<file path="config.mk">
export PLATFORM = sky130hd
export DESIGN_NAME = merge_sorted_into_holed_array_flat
export DESIGN_NICKNAME = d
export VERILOG_FILES = /design/src/mshi_pkg.sv /design/src/mshi_if.sv /design/src/mshi_front.sv /design/src/mshi_back.sv /design/src/merge_sorted_into_holed_array.sv /design/src/flat_wrapper.sv
export SDC_FILE = /design/constraint.sdc
export NUM_CORES = 2
export LEC_CHECK = 0
export BUFFER_PORTS_ARGS = -buffer_cell sky130_fd_sc_hd__buf_2
export CORE_MARGIN = 2
export CORE_UTILIZATION = 40
export CTS_BUF_LIST = sky130_fd_sc_hd__clkbuf_8
export CTS_CLUSTER_SIZE = 25
export DETAILED_ROUTE_END_ITERATION = 10
export PLACE_DENSITY = 0.58
export SYNTH_ARGS = -nofsm -noshare
export SYNTH_HDL_FRONTEND = slang
export SYNTH_HIERARCHICAL = 1
export SYNTH_SLANG_ARGS = --single-unit
export TNS_END_PERCENT = 100
</file>
<file path="constraint.sdc">
create_clock -name clk -period 8.8 [get_ports clk]
set_clock_uncertainty 0.15 [all_clocks]
set_input_delay 1.76 -clock clk [delete_from_list [all_inputs] [get_ports clk]]
set_output_delay 1.76 -clock clk [all_outputs]
set_load 0.02 [all_outputs]
</file>
<file path="src/mshi_pkg.sv">
package mshi_pkg;

  localparam int MAX_SLOTS  = 32;
  localparam int MAX_SECOND = 32;

  localparam int DATA_W = 32;
  localparam int KIND_W = 2;

  localparam int SLOT_AW = (MAX_SLOTS > 1) ? $clog2(MAX_SLOTS) : 1;
  localparam int SLOT_CW = $clog2(MAX_SLOTS + 1);
  localparam int SEC_AW  = (MAX_SECOND > 1) ? $clog2(MAX_SECOND) : 1;
  localparam int SEC_CW  = $clog2(MAX_SECOND + 1);

  localparam int QUEUE_DEPTH = 4;
  localparam int QAW         = $clog2(QUEUE_DEPTH);

  localparam logic [KIND_W-1:0] KIND_SLOT   = 2'd0;
  localparam logic [KIND_W-1:0] KIND_SECOND = 2'd1;
  localparam logic [KIND_W-1:0] KIND_GO     = 2'd2;

  typedef enum logic [1:0] {
    OP_SLOT,
    OP_SECOND,
    OP_GO
  } op_t;

  typedef struct packed {
    op_t                      op;
    logic signed [DATA_W-1:0] value;
  } cmd_t;

  typedef enum logic [1:0] {
    ST_IDLE,
    ST_PRIME,
    ST_MERGE
  } state_t;

  typedef struct packed {
    logic priming;
    logic merging;
  } back_status_t;

endpackage

</file>
<file path="src/mshi_if.sv">
interface mshi_item_if;
  logic                              valid;
  logic                              ready;
  logic [mshi_pkg::KIND_W-1:0]       kind;
  logic signed [mshi_pkg::DATA_W-1:0] value;

  modport source (output valid, kind, value, input ready);
  modport sink (input valid, kind, value, output ready);
endinterface

interface mshi_result_if;
  logic                              valid;
  logic                              ready;
  logic signed [mshi_pkg::DATA_W-1:0] merged_value;
  logic                              last;
  logic                              dropped;

  modport source (output valid, merged_value, last, dropped, input ready);
  modport sink (input valid, merged_value, last, dropped, output ready);
endinterface

</file>
<file path="src/mshi_front.sv">
module mshi_front (
  input  logic            clk,
  input  logic            rst,
  mshi_item_if.sink       item,
  output logic            cmd_valid,
  output mshi_pkg::cmd_t  cmd,
  input  logic            cmd_pop
);
  import mshi_pkg::*;

  cmd_t             queue [QUEUE_DEPTH];
  logic [QAW-1:0]   wr_ptr;
  logic [QAW-1:0]   rd_ptr;
  logic [QAW:0]     count;
  logic             push;
  logic             known;
  cmd_t             cmd_in;

  assign item.ready = (count != (QAW+1)'(QUEUE_DEPTH));
  assign cmd_valid  = (count != '0);
  assign cmd        = queue[rd_ptr];

  // classify the word; unused kinds are taken and dropped here
  always_comb begin
    known        = 1'b1;
    cmd_in.value = item.value;
    case (item.kind)
      KIND_SLOT:   cmd_in.op = OP_SLOT;
      KIND_SECOND: cmd_in.op = OP_SECOND;
      KIND_GO:     cmd_in.op = OP_GO;
      default: begin
        cmd_in.op = OP_SLOT;
        known     = 1'b0;
      end
    endcase
  end

  assign push = item.valid && item.ready && known;

  always_ff @(posedge clk) begin
    if (push) begin
      queue[wr_ptr] <= cmd_in;
    end
  end

  always_ff @(posedge clk) begin
    if (rst) begin
      wr_ptr <= '0;
      rd_ptr <= '0;
      count  <= '0;
    end else begin
      if (push) begin
        wr_ptr <= wr_ptr + QAW'(1);
      end
      if (cmd_pop) begin
        rd_ptr <= rd_ptr + QAW'(1);
      end
      case ({push, cmd_pop})
        2'b10:   count <= count + (QAW+1)'(1);
        2'b01:   count <= count - (QAW+1)'(1);
        default: count <= count;
      endcase
    end
  end

endmodule

</file>
<file path="src/mshi_back.sv">
module mshi_back (
  input  logic                   clk,
  input  logic                   rst,
  input  logic                   cmd_valid,
  input  mshi_pkg::cmd_t         cmd,
  output logic                   cmd_pop,
  output mshi_pkg::back_status_t status,
  mshi_result_if.source          result
);
  import mshi_pkg::*;

  logic signed [DATA_W-1:0] first_mem  [MAX_SLOTS];
  logic signed [DATA_W-1:0] second_mem [MAX_SECOND];

  state_t                   state;
  state_t                   state_next;
  logic [SLOT_CW-1:0]       slot_count;
  logic [SLOT_CW-1:0]       first_count;
  logic [SEC_CW-1:0]        second_count;
  logic                     overflow_seen;
  logic [SLOT_CW-1:0]       i;
  logic [SLOT_CW-1:0]       i_next;
  logic [SEC_CW-1:0]        j;
  logic [SEC_CW-1:0]        j_next;
  logic [SLOT_CW-1:0]       p;
  logic signed [DATA_W-1:0] rd_a;
  logic signed [DATA_W-1:0] rd_b;

  logic                     out_valid;
  logic signed [DATA_W-1:0] out_value;
  logic                     out_last;
  logic                     out_dropped;

  logic                     have_a;
  logic                     have_b;
  logic                     take_a;
  logic                     take_b;
  logic signed [DATA_W-1:0] val;
  logic                     final_slot;
  logic                     step;
  logic                     do_slot;
  logic                     do_second;
  logic                     do_go;
  logic                     slot_full;
  logic                     second_full;
  logic                     wr_a;
  logic                     wr_b;
  logic                     clear;

  assign slot_full   = (slot_count == SLOT_CW'(MAX_SLOTS));
  assign second_full = (second_count == SEC_CW'(MAX_SECOND));

  // rd_a and rd_b always hold the heads at i and j while merging
  assign have_a     = (i < first_count);
  assign have_b     = (j < second_count);
  assign take_a     = have_a && (!have_b || (rd_a < rd_b));
  assign take_b     = have_b && !take_a;
  assign val        = take_a ? rd_a : (take_b ? rd_b : '0);
  assign final_slot = (p + SLOT_CW'(1) == slot_count);

  always_comb begin
    state_next = state;
    case (state)
      ST_IDLE: begin
        if (cmd_valid && cmd.op == OP_GO && slot_count != '0) begin
          state_next = ST_PRIME;
        end
      end
      ST_PRIME: state_next = ST_MERGE;
      ST_MERGE: begin
        if (step && final_slot) begin
          state_next = ST_IDLE;
        end
      end
      default: state_next = ST_IDLE;
    endcase
  end

  always_comb begin
    cmd_pop   = 1'b0;
    step      = 1'b0;
    do_slot   = 1'b0;
    do_second = 1'b0;
    do_go     = 1'b0;
    case (state)
      ST_IDLE: begin
        cmd_pop   = cmd_valid;
        do_slot   = cmd_valid && cmd.op == OP_SLOT;
        do_second = cmd_valid && cmd.op == OP_SECOND;
        do_go     = cmd_valid && cmd.op == OP_GO;
      end
      ST_MERGE: step = !out_valid || result.ready;
      default: step = 1'b0;
    endcase
    wr_a  = do_slot && !slot_full && cmd.value != '0;
    wr_b  = do_second && !second_full;
    clear = (do_go && slot_count == '0) || (step && final_slot);
  end

  always_comb begin
    if (state != ST_MERGE || (step && final_slot)) begin
      i_next = '0;
      j_next = '0;
    end else begin
      i_next = (step && take_a) ? i + SLOT_CW'(1) : i;
      j_next = (step && take_b) ? j + SEC_CW'(1) : j;
    end
  end

  // registered read at the next index; in idle and prime that is entry zero
  always_ff @(posedge clk) begin
    if (wr_a) begin
      first_mem[first_count[SLOT_AW-1:0]] <= cmd.value;
    end
    rd_a <= first_mem[i_next[SLOT_AW-1:0]];
  end

  always_ff @(posedge clk) begin
    if (wr_b) begin
      second_mem[second_count[SEC_AW-1:0]] <= cmd.value;
    end
    rd_b <= second_mem[j_next[SEC_AW-1:0]];
  end

  always_ff @(posedge clk) begin
    if (rst) begin
      state         <= ST_IDLE;
      slot_count    <= '0;
      first_count   <= '0;
      second_count  <= '0;
      overflow_seen <= 1'b0;
      i             <= '0;
      j             <= '0;
      p             <= '0;
    end else begin
      state <= state_next;
      i     <= i_next;
      j     <= j_next;
      if (clear) begin
        slot_count    <= '0;
        first_count   <= '0;
        second_count  <= '0;
        overflow_seen <= 1'b0;
        p             <= '0;
      end else begin
        if (do_slot) begin
          if (slot_full) begin
            overflow_seen <= 1'b1;
          end else begin
            slot_count <= slot_count + SLOT_CW'(1);
          end
        end
        if (wr_a) begin
          first_count <= first_count + SLOT_CW'(1);
        end
        if (do_second && second_full) begin
          overflow_seen <= 1'b1;
        end
        if (wr_b) begin
          second_count <= second_count + SEC_CW'(1);
        end
        if (step) begin
          p <= p + SLOT_CW'(1);
        end
      end
    end
  end

  always_ff @(posedge clk) begin
    if (rst) begin
      out_valid <= 1'b0;
    end else if (step) begin
      out_valid <= 1'b1;
    end else if (result.ready) begin
      out_valid <= 1'b0;
    end
  end

  always_ff @(posedge clk) begin
    if (step) begin
      out_value   <= val;
      out_last    <= final_slot;
      out_dropped <= overflow_seen;
    end
  end

  assign result.valid        = out_valid;
  assign result.merged_value = out_value;
  assign result.last         = out_last;
  assign result.dropped      = out_dropped;

  assign status.priming = (state == ST_PRIME);
  assign status.merging = (state == ST_MERGE);

endmodule

</file>
<file path="src/merge_sorted_into_holed_array.sv">
// Merge of a holed slot array with a second sorted list.
//
// Channels: item (sink) carries kind and value; result (source) carries
// merged_value, last and dropped. Both use valid/ready; a word moves on a
// rising edge with both high.
// Send slot words (kind 0, zero marks an empty slot), then second-list words
// (kind 1), then a go word (kind 2). Kind 3 is accepted and discarded.
// Each slot, second-list or go word enters a four-word command queue; the
// back end takes one queue word per cycle while idle, so loads sustain one
// word per cycle. Go with n loaded slots: a prime state reads the list
// heads from the two memories, then n results follow at one per cycle while
// the output is not stalled, the last with last set. Go with no slots emits
// nothing. After go all counts and the drop flag clear.
// A result waits in the output register while ready is low; the merge halts
// but the queue keeps taking words until it is full.
// Reset (rst, synchronous) empties the queue and clears counts and flags;
// list memory contents are not cleared.
module merge_sorted_into_holed_array (
  input  logic          clk,
  input  logic          rst,
  mshi_item_if.sink     item,
  mshi_result_if.source result
);
  import mshi_pkg::*;

  logic         cmd_valid;
  cmd_t         cmd;
  logic         cmd_pop;
  back_status_t status;

  mshi_front u_front (
    .clk       (clk),
    .rst       (rst),
    .item      (item),
    .cmd_valid (cmd_valid),
    .cmd       (cmd),
    .cmd_pop   (cmd_pop)
  );

  mshi_back u_back (
    .clk       (clk),
    .rst       (rst),
    .cmd_valid (cmd_valid),
    .cmd       (cmd),
    .cmd_pop   (cmd_pop),
    .status    (status),
    .result    (result)
  );

  a_pop_nonempty: assert property (@(posedge clk) disable iff (rst)
    cmd_pop |-> cmd_valid)
    else $error("queue popped while empty");

  a_push_lands: assert property (@(posedge clk) disable iff (rst)
    (item.valid && item.ready &&
     (item.kind == KIND_SLOT || item.kind == KIND_SECOND || item.kind == KIND_GO))
    |=> cmd_valid)
    else $error("accepted word missing from queue");

  a_no_pop_busy: assert property (@(posedge clk) disable iff (rst)
    (status.merging || status.priming) |-> !cmd_pop)
    else $error("queue popped during merge");

  a_prime_once: assert property (@(posedge clk) disable iff (rst)
    status.priming |=> status.merging)
    else $error("prime not followed by merge");

endmodule

</file>
<file path="src/flat_wrapper.sv">
// flat-port wrapper written by rule: the top's interface ports become plain ports
module merge_sorted_into_holed_array_flat import mshi_pkg::*;
  (clk, rst, item_valid, item_kind, item_value, item_ready, result_valid, result_merged_value, result_last, result_dropped, result_ready);
  mshi_item_if item_i ();
  mshi_result_if result_i ();
  input  logic clk;
  input  logic rst;
  input wire logic [$bits(item_i.valid)-1:0] item_valid;
  input wire logic [$bits(item_i.kind)-1:0] item_kind;
  input wire logic [$bits(item_i.value)-1:0] item_value;
  output wire logic [$bits(item_i.ready)-1:0] item_ready;
  output wire logic [$bits(result_i.valid)-1:0] result_valid;
  output wire logic [$bits(result_i.merged_value)-1:0] result_merged_value;
  output wire logic [$bits(result_i.last)-1:0] result_last;
  output wire logic [$bits(result_i.dropped)-1:0] result_dropped;
  input wire logic [$bits(result_i.ready)-1:0] result_ready;
  assign item_i.valid = item_valid;
  assign item_i.kind = item_kind;
  assign item_i.value = item_value;
  assign item_ready = item_i.ready;
  assign result_valid = result_i.valid;
  assign result_merged_value = result_i.merged_value;
  assign result_last = result_i.last;
  assign result_dropped = result_i.dropped;
  assign result_i.ready = result_ready;
  merge_sorted_into_holed_array u_core (.clk(clk), .rst(rst), .item(item_i), .result(result_i));
endmodule
</file>
==> Yosys cells after proc, flatten, opt, wreduce, memory -nomap -nowiden <==
Memory sizes are Yosys's and may differ from the RTL's. A register that Yosys moved wholly into a read port is not among the register bits.
Cells that the tools add are included.
{ "totals": {"mem_bits_rw": 2184, "ff_bits": 81, "n_memories": 3, "word_cells": 121, "input_bits": 38} }
{ "op_classes": {"add_sub_neg": 10, "n_bitwise": 1, "n_mux": 30, "n_lt_le_gt_ge": 3, "n_reduce_logical": 42, "n_eq_ne": 15} }
{ "memory_table": {"columns": ["name", "depth", "width", "read_ports", "rd_ports_with_merged_regs", "wr", "line", "rtl"], "rows": [
  ["u_core.u_back.first_mem", 32, 32, 1, 1, 1, "mshi_back.sv:12", "logic signed [DATA_W-1:0] first_mem [MAX_SLOTS];"],
  ["u_core.u_back.second_mem", 32, 32, 1, 1, 1, "mshi_back.sv:13", "logic signed [DATA_W-1:0] second_mem [MAX_SECOND];"],
  ["u_core.u_front.queue", 4, 34, 1, 1, 1, "mshi_front.sv:11", "cmd_t queue [QUEUE_DEPTH];"]
]} }
{ "ops": {"columns": ["op", "n"], "rows": [
  ["2-to-1 mux 32 bit", 2],
  ["adder 6 x 1 -> 6 bit (second input constant)", 6],
  ["less-than comparator 32 bit", 1],
  ["nonzero test 32 bit", 1],
  ["2-to-1 mux 5 bit", 4],
  ["2-to-1 mux 1 bit", 17],
  ["logical AND 1 bit", 16],
  ["== test 6 bit (second input constant)", 2],
  ["less-than comparator 6 bit", 2],
  ["== test 2 x 1 -> 1 bit (second input constant)", 4],
  ["== test 2 bit (second input constant)", 4],
  ["2-to-1 mux 2 bit", 4],
  ["nonzero test 2 bit", 4],
  ["== test 6 bit", 1],
  ["zero test 2 bit", 3],
  ["zero test 6 bit", 1],
  ["inequality test 2 bit (second input constant)", 3],
  ["case mux 2 bit (3 select lines)", 1],
  ["case mux 3 bit (2 select lines)", 1],
  ["AND reduction 2 bit", 3],
  ["nonzero test 6 bit", 1],
  ["zero test 1 bit", 5],
  ["adder 2 x 1 -> 2 bit (second input constant)", 2],
  ["logical OR 1 bit", 4],
  ["8 further kinds", 9]
]} }

==> Logic depth before layout (Yosys ltp) <==
{ "depth": {"depth_word": 9, "mapped_depth": 19} }

==> By module <==
Netlist, hierarchy kept.
{ "modules_own_cells": {"columns": ["module", "seq_area_each_um2", "cells_each", "area_per_inst_um2", "n_inst"], "rows": [
  ["mshi_back", 64602.0, 5621, 86246.5, 1],
  ["mshi_front", 4264.1, 232, 5420.2, 1]
]} }

==> Worst setup path before layout <==
Ideal clock, no wire load.
{ "synth_path": {"path_type": "input -> register", "start": "input port result_ready", "end": "register u_core.u_back.rd_b[19], read port of u_core.u_back.second_mem", "setup_time_ps": 144, "path_slack_ps": 3799, "required_ps": 8506, "path_buffers": 3, "t_arrival_ps": 4707, "stages": 14, "path_cell_list": "nand2b_1 -> nand2_1 -> inv_1 -> buf_2 -> nand3_1 -> o2bb2a_1 -> nand2_2 -> mux2_2 -> o221ai_1 -> buf_2 -> clkbuf_1 -> nand3_1 -> a31oi_1 -> a32oi_1"} }
{ "synth_between": {"elab_chain_len": 5, "word_cells_on_any_way": 7} }
{ "synth_lines": {"columns": ["item", "line", "rtl"], "rows": [
  ["from (decl)", "flat_wrapper.sv:16", "input wire logic [$bits(result_i.ready)-1:0] result_ready;"],
  ["logical OR 1 bit (*)", "mshi_back.sv:92", "ST_MERGE: step = !out_valid || result.ready;"],
  ["2-to-1 mux 1 bit (*)", "mshi_back.sv:85", "case (state)"],
  ["net u_core.u_back.step", "mshi_back.sv:40", "logic step;"],
  ["logical AND 1 bit, on equally long branches", "mshi_back.sv:106, mshi_back.sv:101", null],
  ["2-to-1 mux 5 bit or logical OR 1 bit (tied branches)", "mshi_back.sv:106, mshi_back.sv:101", null],
  ["2-to-1 mux 5 bit (*)", "mshi_back.sv:101", "if (state != ST_MERGE || (step && final_slot)) begin"],
  ["to (decl)", "mshi_back.sv:27", "logic signed [DATA_W-1:0] rd_b;"]
]} }
The timed path passes the listed nets; every way through them passes the cells marked *.
A chain may end at the register's enable or synchronous reset.

==> Final worst setup path <==
{ "layout_path": {"start": "register u_core.u_back.rd_b[1], read port of u_core.u_back.second_mem", "end": "register u_core.u_back.rd_a[25], read port of u_core.u_back.first_mem"} }
{ "layout_between": {"elab_chain_len": 6} }
{ "layout_lines": {"columns": ["item", "line", "rtl"], "rows": [
  ["less-than comparator 32 bit", "mshi_back.sv:56", "assign take_a = have_a && (!have_b || (rd_a < rd_b));"],
  ["logical OR 1 bit", "mshi_back.sv:56", null],
  ["logical AND 1 bit", "mshi_back.sv:56", null],
  ["logical AND 1 bit", "mshi_back.sv:105", "i_next = (step && take_a) ? i + SLOT_CW'(1) : i;"],
  ["2-to-1 mux 5 bit", "mshi_back.sv:105", null],
  ["2-to-1 mux 5 bit", "mshi_back.sv:101", null],
  ["to (decl)", "mshi_back.sv:26", "logic signed [DATA_W-1:0] rd_a;"]
]} }
No other way between the ends.

==> metrics <==
Int Pwr 19.1 mW; Clock Latency Late Sink 1.09 ns; RSZ-0062 raised after global routing no; commonest non-fill, non-tap cell in the layout edfxtp_1; Mapped Cells 5852; R2R Setup Slk 2.79 ns; CTS tree yes; Worst Hold Class reg2reg; CTS hold repair buffers 0; fin nets 6176; P_sw 6.95 mW; critical path arrival 6.87 ns; Die X-Extent 483 microns; Area Growth Syn to Fin 12.4%; CTS Sinks 2331; global-route wire length before repair 370000 microns; die height 483 microns; endpoint type of the worst setup path flip-flop; clk slew on worst S/H paths 0.06 ns; most frequent cells in the layout edfxtp_1 (2218), nand2_1 (644), nand3_1 (463); FF-to-FF End u_core/u_back/rd_a[25]$_DFF_P_; final hold viol count 0; Avg Cell Area, Syn 15.7 sq um; status finished, final reports clean; worst rel slew slack 23.5%; final wirelength 259000 microns; Pre-Repair DR Iteration Count 6; CP Depth 14; grt ovf 0; Core Box Area 227000 sq um; initial antenna violation count 12; yosys warns 6; synthesized area 91700 sq um; DRT iter0 DRCs 5925; Worst R2R Start u_core/u_back/rd_b[1]$_DFF_P_; CP Launch Point u_core/u_back/rd_b[1]$_DFF_P_; most used cell along the critical path a311o_1; vias in the first global route 52.6k; setup violators final 0; Peak VDD IR 201 uV; worst-path fanout max 99; Port Buf Inserts 73; TritonCTS buffer count 384; Net Count, Synth 5950; pin count of the biggest net entering global routing 219; DRC 0; Total GRT Usage 21.8%; Routed Antenna Nets 0; worst path cell trace inv_1 > ha_1 > a2111oi_0 > or4b_1 > a311o_1 > nand4_1 > and3_2 > buf_4 > nor2_4 > buf_12 > nand2_1 > a311o_1 > o311ai_1 > and4_1; largest stage delay on the critical path 0.76 ns; Worst setup endpoint u_core/u_back/rd_a[25]$_DFF_P_; vias per cell 5.76; final period utilization 68.3%; Top delay family on crit path compound AO/OA/AOI/OAI gates; post-layout util 45.3%; Critical Path RT 9.66 ns; startpoint types flip-flop; fin crit period 6.01 ns; Power per Cell Area 252 nW/um^2; CTS max path bufs 4; Core Rows 175; Leakage 32.5 nW; Slew Limit Fails 0; wire per inst 27.6 microns; Worst Path Buf+Inv 3; Final HPWL DP 134000 microns; slowest cell on the critical path a2111oi_0; Flop pwr share 54.5%; Ports 74; Max Cap Violations 0; postcts setup bufs 0; Achievable Freq 166 MHz; # H-tree levels 5; Initial Util 40.3%; die area 233000 sq um; Slew @ Worst Pin 1.14 ns; worst min-delay path startpoint u_core/u_back/overflow_seen$_SDFFE_PP0P_; r2r worst-path depth 14; cts repair resizes 0; layout cell share with drive strength beyond 1 14.3%; clock power share 33.7%; Switching Share 26.7%; setup TNS 0 ns; via count 54.0k; # fillers 19.8k; total design power 26.0 mW; routability cong. 0.805; root buf cell clkbuf_8; Combinational Power Share 11.7%; critical setup path kind reg2reg
worst min-delay path by stage:
stage / end / slack, ns / cells past startpoint
3_3_place_gp: u_core/u_back/result.dropped$_DFFE_PP_ / 0.27 / 0
3_5_place_dp: u_core/u_back/result.dropped$_DFFE_PP_ / 0.28 / 0
5_1_grt: u_core/u_back/result.dropped$_DFFE_PP_ / 0.29 / 0
4_1_cts: u_core/u_back/result.dropped$_DFFE_PP_ / 0.29 / 0
2_1_floorplan: u_core/u_back/result.dropped$_DFFE_PP_ / 0.26 / 0
6_report: u_core/u_back/result.dropped$_DFFE_PP_ / 0.28 / 0
state kept, by name (all words and copies together) (netlist names), 2 cells and up, named ones only:
signal / flops
u_core/u_back/first_mem: 1024
u_core/u_back/second_mem: 1024
u_core/u_front/queue: 136
u_core/u_back/rd_a: 32
u_core/u_back/rd_b: 32
u_core/u_back/result.merged_value: 32
u_core/u_back/first_count: 6
u_core/u_back/i: 6
u_core/u_back/j: 6
u_core/u_back/p: 6
u_core/u_back/second_count: 6
u_core/u_back/slot_count: 6
u_core/u_front/count: 3
u_core/u_back/state: 2
u_core/u_front/rd_ptr: 2
u_core/u_front/wr_ptr: 2
power by group through the flow:
stage | clock (mW) | sequential, mW | combinational, mW
2_1_floorplan | 0 | 14.2 | 1.56
3_3_place_gp | 0 | 14.4 | 2.94
3_5_place_dp | 0 | 14.4 | 3.04
4_1_cts | 8.94 | 14.2 | 3.04
5_1_grt | 9.42 | 14.2 | 3.25
6_report | 8.77 | 14.2 | 3.05
area by class of cell:
| class | count | area [sq um] | share of cell area (%) |
|---|---|---|---|
| Multi-Input combinational cell | 3063 | 21300 | 20.7 |
| Clock buffer | 429 | 5900 | 5.73 |
| Sequential cell | 2331 | 68900 | 66.8 |
| Timing Repair Buffer | 235 | 1810 | 1.75 |
| Inverter | 63 | 236 | 0.229 |
| Tap cell | 3009 | 3760 | 3.65 |
| Antenna cell | 11 | 27.5 | 0.0267 |
| Clock inverter | 242 | 1100 | 1.07 |
metal layers:
metal | track usage, % | up-vias | part of all wire (%)
met5 | 0 | - | 0.0043
met4 | 6.91 | 2 | 2.7
met3 | 3.50 | 443 | 7.1
met2 | 35.6 | 2153 | 48
met1 | 29.9 | 27927 | 42
li1 | - | 23518 | -
metrics by stage:
stage / setup slack [ns] / instance area (sq um) / hold slack, ns / std cells
4_1_cts: 2.71 / 103000 / 0.288 / 9372
5_1_grt: 2.56 / 103000 / 0.289 / 9381
6_report: 2.79 / 103000 / 0.284 / 9383
3_3_place_gp: 2.08 / 96000 / 0.271 / 8701
3_5_place_dp: 1.93 / 96000 / 0.275 / 8701
2_1_floorplan: 3.80 / 91700 / 0.259 / 5852
Note: power is estimated with default switching activity, not from simulation.
